File: config.mk
export PLATFORM = sky130hd
export DESIGN_NAME = same_track_request_queue_core
export DESIGN_NICKNAME = d
export VERILOG_FILES = /design/src/stq_pkg.sv /design/src/stq_cell.sv /design/src/same_track_request_queue_core.sv
export SDC_FILE = /design/constraint.sdc
export NUM_CORES = 2
export LEC_CHECK = 0
export ABC_AREA = 1
export BUFFER_PORTS_ARGS = -buffer_cell sky130_fd_sc_hd__buf_2
export CAP_MARGIN = 20
export CORE_AREA = 2 2 301 422
export CTS_BUF_LIST = sky130_fd_sc_hd__clkbuf_4
export DETAILED_ROUTE_END_ITERATION = 6
export DIE_AREA = 0 0 303 424
export GPL_TIMING_DRIVEN = 0
export PLACE_DENSITY_LB_ADDON = 0.12
export SETUP_SLACK_MARGIN = 0.15
export SYNTH_ARGS = -nofsm -noshare
export SYNTH_HDL_FRONTEND = slang
export SYNTH_SLANG_ARGS = --single-unit
File: constraint.sdc
create_clock -name clk -period 23.3 [get_ports clk]
set_input_delay 3.495 -clock clk [delete_from_list [all_inputs] [get_ports clk]]
set_output_delay 3.495 -clock clk [all_outputs]
set_load 0.02 [all_outputs]
File: src/stq_pkg.sv
// Shared types and codes for the same-track-first request queue.
// No dependencies; imported by stq_cell and the top level.
`default_nettype none

package stq_pkg;

  localparam int TRACK_W   = 16;
  localparam int SECTOR_W  = 8;
  localparam int ARRIVAL_W = 32;
  localparam int OCC_W     = 5;

  typedef enum logic {
    REQ_ADD = 1'b0,
    REQ_GET = 1'b1
  } req_type_t;

  typedef enum logic [1:0] {
    STATUS_OK    = 2'd0,
    STATUS_EMPTY = 2'd1,
    STATUS_FULL  = 2'd2
  } status_t;

  typedef struct packed {
    logic [TRACK_W-1:0]   track;
    logic [SECTOR_W-1:0]  sector;
    logic [ARRIVAL_W-1:0] arrival;
  } slot_t;

  // Broadcast from the top level to every cell
  typedef struct packed {
    logic  add_en;     // accepted add that fits
    logic  get_en;     // accepted get on a non-empty queue
    logic  same_mode;  // add track equals the last served track
    slot_t new_slot;
  } stq_ctrl_t;

endpackage

`default_nettype wire

File: src/stq_cell.sv
// One queue slot: holds an entry, decides hold / insert / shift locally.
// Depends on stq_pkg.
`default_nettype none

module stq_cell
  import stq_pkg::*;
(
  input  wire logic      clk,
  input  wire stq_ctrl_t ctrl,
  input  wire logic      occ,          // slot holds a live entry
  input  wire logic      left_ahead,   // left neighbor stays ahead of the insert point
  input  wire logic      run_in,       // all slots to the left are on the add track
  input  wire slot_t     left_data,
  input  wire slot_t     right_data,
  output slot_t          data,
  output logic           ahead,
  output logic           run_out
);

  slot_t data_next;
  logic  match;

  assign match   = occ && (data.track == ctrl.new_slot.track);
  assign run_out = run_in && match;
  // same-track: stay ahead only inside the leading run; otherwise insert at tail
  assign ahead   = ctrl.same_mode ? run_out : occ;

  always_comb begin
    data_next = data;
    priority if (ctrl.add_en) begin
      if (!ahead) begin
        data_next = left_ahead ? ctrl.new_slot : left_data;
      end
    end else if (ctrl.get_en) begin
      data_next = right_data;
    end
  end

  always_ff @(posedge clk) begin
    data <= data_next;
  end

endmodule

`default_nettype wire

File: src/same_track_request_queue_core.sv
// Top level of the same-track-first request queue: control, cell row, result.
// Depends on stq_pkg and stq_cell.
//
// Usage: drive req_type/req_track/req_sector/req_arrival with start high; the
// beat is taken at a rising edge where start is high and busy is low. busy is
// never raised: one add or get is taken every cycle, back to back.
// Each beat yields exactly one result in the next cycle: done is high for one
// cycle with out_track/out_sector/out_arrival (head entry on a good get, zero
// otherwise), status (ok, get on empty, add on full dropped) and occupancy
// after the beat. The receiver cannot stall; results must be taken as shown.
// Throughput is 1 beat per cycle, set by the row of cells
// that all compare against the add track and shift in the same cycle.
// In same-track mode the insert point comes from a one-bit run flag passed cell to cell.
// Synchronous reset (rst) empties the queue and forgets the served track; slot
// contents are not cleared, only slots below the fill count are ever read.
`default_nettype none

module same_track_request_queue_core
  import stq_pkg::*;
#(
  parameter int QUEUE_DEPTH = 16
) (
  input  wire logic                 clk,
  input  wire logic                 rst,
  input  wire logic                 start,
  output logic                      busy,
  input  wire logic                 req_type,
  input  wire logic [TRACK_W-1:0]   req_track,
  input  wire logic [SECTOR_W-1:0]  req_sector,
  input  wire logic [ARRIVAL_W-1:0] req_arrival,
  output logic                      done,
  output logic [TRACK_W-1:0]        out_track,
  output logic [SECTOR_W-1:0]       out_sector,
  output logic [ARRIVAL_W-1:0]      out_arrival,
  output logic [1:0]                status,
  output logic [OCC_W-1:0]          occupancy
);

  localparam int CW = $clog2(QUEUE_DEPTH + 1);

  logic [CW-1:0]      count, count_next;
  logic [TRACK_W-1:0] cur_track;
  logic               cur_valid;
  logic               accept, full, empty;
  stq_ctrl_t          ctrl;
  logic [31:0]        count_ext;

  slot_t                  cell_data [QUEUE_DEPTH];
  logic [QUEUE_DEPTH-1:0] ahead_v;
  logic [QUEUE_DEPTH:0]   run_chain;

  assign busy   = 1'b0;
  assign accept = start && !busy;
  assign full   = (count == CW'(QUEUE_DEPTH));
  assign empty  = (count == '0);

  always_comb begin
    ctrl.add_en           = accept && (req_type == REQ_ADD) && !full;
    ctrl.get_en           = accept && (req_type == REQ_GET) && !empty;
    ctrl.same_mode        = cur_valid && (cur_track == req_track);
    ctrl.new_slot.track   = req_track;
    ctrl.new_slot.sector  = req_sector;
    ctrl.new_slot.arrival = req_arrival;
  end

  assign run_chain[0] = 1'b1;

  for (genvar i = 0; i < QUEUE_DEPTH; i++) begin : g_cell
    logic  occ_i;
    logic  left_ahead_i;
    slot_t left_i, right_i;

    assign occ_i = (count > CW'(i));

    if (i == 0) begin : g_first
      assign left_ahead_i = 1'b1;
      assign left_i       = ctrl.new_slot;
    end else begin : g_mid
      assign left_ahead_i = ahead_v[i-1];
      assign left_i       = cell_data[i-1];
    end

    if (i == QUEUE_DEPTH - 1) begin : g_last
      assign right_i = '0;
    end else begin : g_inner
      assign right_i = cell_data[i+1];
    end

    stq_cell u_cell (
      .clk         (clk),
      .ctrl        (ctrl),
      .occ         (occ_i),
      .left_ahead  (left_ahead_i),
      .run_in      (run_chain[i]),
      .left_data   (left_i),
      .right_data  (right_i),
      .data        (cell_data[i]),
      .ahead       (ahead_v[i]),
      .run_out     (run_chain[i+1])
    );
  end

  always_comb begin
    count_next = count;
    priority if (ctrl.add_en) begin
      count_next = count + CW'(1);
    end else if (ctrl.get_en) begin
      count_next = count - CW'(1);
    end
  end

  always_ff @(posedge clk) begin
    if (rst) begin
      count     <= '0;
      cur_track <= '0;
      cur_valid <= 1'b0;
      done      <= 1'b0;
    end else begin
      count <= count_next;
      done  <= accept;
      if (ctrl.get_en) begin
        cur_track <= cell_data[0].track;
        cur_valid <= 1'b1;
      end
    end
  end

  assign count_ext = 32'(count_next);

  // result payload, no reset needed
  always_ff @(posedge clk) begin
    if (accept) begin
      occupancy <= count_ext[OCC_W-1:0];
      if (ctrl.get_en) begin
        out_track   <= cell_data[0].track;
        out_sector  <= cell_data[0].sector;
        out_arrival <= cell_data[0].arrival;
      end else begin
        out_track   <= '0;
        out_sector  <= '0;
        out_arrival <= '0;
      end
      priority if ((req_type == REQ_GET) && empty) begin
        status <= STATUS_EMPTY;
      end else if ((req_type == REQ_ADD) && full) begin
        status <= STATUS_FULL;
      end else begin
        status <= STATUS_OK;
      end
    end
  end

  a_one_result: assert property (@(posedge clk) disable iff (rst)
    accept |=> done)
    else $error("accepted beat gave no result");

  a_no_extra_result: assert property (@(posedge clk) disable iff (rst)
    !accept |=> !done)
    else $error("result without accepted beat");

  a_count_bound: assert property (@(posedge clk) disable iff (rst)
    count <= CW'(QUEUE_DEPTH))
    else $error("fill count above depth");

  a_full_drop: assert property (@(posedge clk) disable iff (rst)
    (accept && (req_type == REQ_ADD) && full) |=> $stable(count))
    else $error("add on full queue changed fill count");

  a_get_pops: assert property (@(posedge clk) disable iff (rst)
    ctrl.get_en |=> (count == $past(count) - CW'(1)) && cur_valid)
    else $error("get did not pop the head");

  a_empty_payload: assert property (@(posedge clk) disable iff (rst)
    (done && (status == STATUS_EMPTY)) |-> (out_track == '0) && (out_arrival == '0))
    else $error("payload not zero on get from empty queue");

endmodule

`default_nettype wire

# [After elaboration in Yosys (flattened, before gate mapping)]
# Index checks and enable logic that the tools add are counted.
[word_totals] elab_cells=250 regBits=982 out_inout_bits=65 inputBits=60
[op_classes] addsub=2 n_eq_ne=34 n_bitwise=1 reduce_logical=58 magnitude_cmp=16 mux=82
[ops] operator="$mux W56" n=63
[ops] operator="$eq A16 B16 Y1" n=17
[ops] operator="$gt A5 B4 Y1 const B" n=8
[ops] operator="$logic_and A1 B1 Y1" n=38
[ops] operator="$ne A2 B2 Y1 const B" n=16
[ops] operator="$reduce_and A2 Y1" n=16
[ops] operator="$gt A5 B3 Y1 const B" n=4
[ops] operator="$mux W1" n=16
[ops] operator="$gt A5 B1 Y1 const B" n=2
[ops] operator="$gt A5 B2 Y1 const B" n=2
[ops] operator="$mux W5" n=2
[ops] operator="$add A5 B1 Y5 const B" n=1
[ops] operator="$eq A5 B5 Y1 const B" n=1
[ops] operator="$logic_not A5 Y1" n=1
[ops] operator="$sub A5 B1 Y5 const B" n=1
[ops] operator="$logic_not A1 Y1" n=2
[ops] operator="$mux W2" n=1
[ops] operator="$reduce_bool A2 Y1" n=1
[ops] operator="$not A1 Y1" n=1

# [Logic depth before layout (Yosys ltp)]
[logic_depth] depth_word=20 ltp_mapped=23 ltp_nobuf=20

# [Hierarchy]
# Synthesis repeated with hierarchy kept, for this count alone.
[unflattened] hier_cells=7128 area_unflattened_um2=56519.2
[by_module_without_submodules] module="stq_cell" instances=16 area_each_um2=3295.7 seq_area_each_um2=1681.6 cells_per_inst=421
[by_module_without_submodules] module="same_track_request_queue_core" instances=1 area_each_um2=3788.6 seq_area_each_um2=2352.3 cells_per_inst=392

# [Worst setup path after synthesis]
# No wires, ideal clock.
[synth_path] path_type="input -> register" from="input req_track[3]" to="register g_cell[3].u_cell.data[0] (netlist name), enable pin" path_buffers=4 setup_ps=547 arrival_time_ps=9287 t_required_ps=22753 path_slack_ps=13465 cell_stages=13 path_cell_list="buf_4 > inv_2 > nor2_1 > or4_1 > nor3_1 > and2_1 > inv_2 > buf_2 > nand2_1 > o31ai_1 > clkbuf_1 > clkbuf_1 > o21ai_0"
[synth_between] elab_chain_cells=8 elab_cells_between_ends=16 cone_classes="eq/ne (6); mux (1); reduce/logical (9)"
[synth_rtl] element="start, declared" line="same_track_request_queue_core.sv:28" rtl="input wire logic [TRACK_W-1:0] req_track,"
[synth_rtl] element="$eq A16 B16 Y1" line="stq_cell.sv:23" rtl="assign match = occ && (data.track == ctrl.new_slot.track);"
[synth_rtl] element="$logic_and A1 B1 Y1" line="stq_cell.sv:23"
[synth_rtl] element="$logic_and A1 B1 Y1 (3 in a row)" line="stq_cell.sv:24" rtl="assign run_out = run_in && match;"
[synth_rtl] element="$mux W1 (*)" line="stq_cell.sv:26" rtl="assign ahead = ctrl.same_mode ? run_out : occ;"
[synth_rtl] element="$ne A2 B2 Y1 (no line) (*)"
[synth_rtl] element="$reduce_and A2 Y1 (no line) (*)"
[synth_rtl] element="end signal, assigned" line="stq_cell.sv:40" rtl="data <= data_next;"
[synth_rtl] element="end, declared" line="stq_cell.sv:15" rtl="output slot_t data,"
# Every way passes the cells marked *; elsewhere a longest branch is shown, timed or not.
# A chain may end at the register's enable or synchronous reset.

# [Worst setup path in the final report]
[layout_path] from="input req_track[13]" to="register g_cell[0].u_cell.data[28] (netlist name), enable pin"
[layout_between] elab_chain_cells=5 elab_cells_between_ends=7 cone_classes="eq/ne (3); mux (1); reduce/logical (3)"
[layout_rtl] element="$eq A16 B16 Y1, on equally long branches" line="stq_cell.sv:23, same_track_request_queue_core.sv:60"
[layout_rtl] element="$logic_and A1 B1 Y1, on equally long branches" line="stq_cell.sv:23, same_track_request_queue_core.sv:60"
[layout_rtl] element="$mux W1 (*)" line="stq_cell.sv:26"
[layout_rtl] element="$ne A2 B2 Y1 (no line) (*)"
[layout_rtl] element="$reduce_and A2 Y1 (no line) (*)"
[layout_rtl] element="end signal, assigned" line="stq_cell.sv:40"
[layout_rtl] element="end, declared" line="stq_cell.sv:15"
# Marked as above.

==> impl_metrics.tcl <==
set metrics [dict create \
    synth_compound_area_share_pct 12.8 \
    dp_hpwl_mm 169 \
    path_cells "buf_2 > inv_2 > buf_2 > nor2_1 > nor4_1 > nand2_1 > nor4_2 > nand2_1 > nand2_1 > inv_1 > clkbuf_1 > clkbuf_1 > o21ai_4 > buf_12 > buf_16" \
    switching_share_pct 38.2 \
    fin_crit_ns 7.51 \
    status "finished with violations" \
    vias_per_cell 5.85 \
    period_share_pct 32.2 \
    max_stage_delay_ns 0.76 \
    crit_path_end_kind "register" \
    io_buffer_count 107 \
    die-area_mm2 0.128 \
    pre_cts_ws_ns 14.48 \
    power_frac_comb_pct 29.5 \
    nFillCells 12528 \
    cts_resized 0 \
    critPathArrivalTime_ns 8.47 \
    die_h_um 424 \
    clk_latency_ns 1.30 \
    synthArstFlopShare_pct 0 \
    postLayoutCoreUtil_pct 45.3 \
    hold_violations 0 \
    fin_skew_ns 0.0838 \
    setup_viol 0 \
    dr.pass1.iters 7 \
    violations "DRC" \
    synth_area_per_cell_um2 9.26 \
    intPower_mw 3.84 \
    rows 154 \
    rsz0062_at_grt "no" \
    antenna_found_initial 7 \
    ys_types 49 \
    final_max_slew_viol_count 0 \
    hold_ws_ns 0.471 \
    multi_input_area_mm2 0.0171 \
    die_w_um 303 \
    synthXorXnorAreaFrac_pct 2.44 \
    layout-drive-gt1-share_pct 13.6 \
    synth_top_family_by_area "simple AND/OR/NAND/NOR gates" \
    gp_congestion 1.03 \
    p_clk_share_pct 25.6 \
    grt_pass1_vias 44163 \
    max_slew_margin_pct 16.7 \
    ctsHoldBuffers 0 \
    holdCritPathClass "register to register" \
    final_antenna_net_count 0 \
    grt_pass1_wl_mm 319 \
    regArea_mm2 0.0293 \
    routedWlPerCell_um 30.1 \
    htreeDepth 5 \
    p_seq_share_pct 44.8 \
    yosys_warnings 0 \
    cts_tree "done" \
    synth_edf_count 959 \
    critPathLaunchType "input pin" \
    io_pins 125 \
    fmax_mhz 133 \
    clk_pin_slew_ns 0.06 \
    tns_ns 0 \
    root_buffer "clkbuf_4" \
    initial_utilization_pct 39.7 \
    synth_ff_type "edfxtp_1" \
    power.density_mw_per_mm2 110 \
    gr-total-overflow 0 \
    synth_cells 5353 \
    clockBufferDepth 4 \
    muxShareOfSynthArea_pct 0 \
    p_leak_nw 24.5 \
    cts_sinks 982 \
    path_max_fanout 15 \
    drc 25 \
    ys_seq_area_share_pct 59.0 \
    drt_iter0_markers 4859 \
    cap_violations 0 \
    area_delta_synth_final_pct 14.3 \
    cpMaxStageDelayCell "nor4_2" \
    criticalPathCategory "input pin to register" \
    synthAdderAreaFrac_pct 0.151 \
    cts_setup_buffers 0 \
    nNetsFinal 5863 \
    max-vdd-ir-drop_mv 0.0550 \
    yosys.area_share.simple_pct 18.6 \
    core_area_mm2 0.125 \
    p_switching_mw 2.37 \
    grt_max_degree 38 \
    synth_seq_cells 982 \
    worst_pin_slew_ns 1.25 \
    syn_area_mm2 0.0496 \
    final.setup.worst_slack_ns 15.79 \
    via_count 44459 \
    synth_nets 5419 \
    cp.required_ns 24.26 \
    grt_usage_pct 35.3 \
    cts-buffers-inserted 282 \
    wl_mm 229 \
    cp_common_cell "nand2_1" \
]
==> cell usage in the layout (no fill, tap or decap), drive strengths merged, types with 11 or more instances in the layout <==
master,Yosys,routed
o21ai,283,283
nand3,140,140
nand4,28,28
o22ai,707,707
a21oi,81,81
clkinv,1,41
clkbuf,252,656
nand2,1860,1860
nor2,221,221
inv,416,419
xnor2,57,57
nor4,28,28
buf,166,326
nor3,11,11
edfxtp,959,959
xor2,81,81
dfxtp,23,23
==> cells in the mapped netlist, types with 3 or more instances <==
master       n  share of area (%)
nor4_1      27               0.34
xor2_1      81                1.4
a21oi_1     81               0.82
inv_1      397                3.0
nand3_1    120                1.2
nand2_1   1858                 14
o22ai_1    707                8.9
dfxtp_1     23               0.93
nor3_1      10               0.10
nor4b_1      4              0.071
edfxtp_1   959                 58
nor2_4       3              0.068
clkbuf_1   252                1.9
nand3b_1     3              0.045
buf_1       17               0.13
inv_2       19               0.14
nand4_1     25               0.32
buf_6       16               0.36
buf_2      115                1.2
nand3_2     20               0.40
nor2_1     216                1.6
o21ai_0    223                2.3
o21ai_1     59               0.60
buf_4       18               0.27
ha_1         6               0.15
or4_1        4              0.061
or2_2        5              0.063
xnor2_1     57                1.0
==> power by group through the flow <==
stage          clock [mW]  sequential, mW  combinational [mW]
2_1_floorplan           0            2.77               0.967
3_3_place_gp            0            2.92                1.64
3_5_place_dp            0            2.81                1.78
4_1_cts              1.61            2.77                1.79
5_1_grt              1.70            2.82                1.94
6_report             1.59            2.78                1.84
==> state kept, by name, indices dropped and copies added (netlist names) <==
name and cells:
count 5, cur_track 16, cur_valid 1, done 1, g_cell.u_cell.data 896, occupancy 5, out_arrival 32, out_sector 8
out_track 16, status 2
==> stage by stage <==
| step | instance area [um^2] | total power [mW] | cells |
|---|---|---|---|
| after global placement | 52200 | 4.55 | 7098 |
| final | 56700 | 6.21 | 7606 |
| after floorplan | 49600 | 3.74 | 5353 |
| after detailed placement | 53400 | 4.59 | 7148 |
| after global routing | 56700 | 6.45 | 7602 |
| after CTS | 56600 | 6.17 | 7596 |
==> layout make-up <==
class	count	share of cell area, %
antenna	7	0.0309
buffer	418	3.37
clock buffer	404	5.35
clock inverter	44	0.356
inverter	417	2.76
multi-input combinational	3536	30.1
sequential	982	51.6
tap	1638	3.62
timing repair buffer	160	2.78
==> cells by family (layout without fill, tap and decap cells) <==
group / after synthesis / count (layout)
AND/OR/NAND/NOR: 2307 / 2307
other: 1 / 8
XOR/XNOR: 138 / 138
buffers and inverters: 835 / 1443
AO/OA/AOI/OAI: 1084 / 1084
adder cells (fa/ha/maj): 6 / 6
flip-flops: 982 / 982
==> worst max-delay path: cells and delay by family <==
family                 cells  cell delay, ns
AO/OA/AOI/OAI              1            0.68
AND/OR/NAND/NOR            6            1.59
buffers and inverters      8            2.58
==> worst paths after layout <==
check / from / end / slack [ns] / cells after the start
worst max-delay path: req_track[13] / g_cell[0].u_cell.data[28]$_DFFE_PP_ / 15.79 / 15
worst min-delay path: cur_track[15]$_SDFFE_PP0P_ / cur_track[15]$_SDFFE_PP0P_ / 0.47 / 2
worst max register to register: count[0]$_SDFF_PP0_ / g_cell[14].u_cell.data[29]$_DFFE_PP_ / 18.32 / 12
worst min register to register: cur_track[15]$_SDFFE_PP0P_ / cur_track[15]$_SDFFE_PP0P_ / 0.47 / 2
==> metal layers <==
metal  track usage, %  share of wire [%]  vias to the layer above
li1                 -                  -                    19571
met1             41.0                 37                    21722
met2             58.8                 48                     2534
met3             6.96                7.8                      630
met4             23.8                7.3                        2
met5                0             0.0057                        -
(Power assumes the default switching activity.)
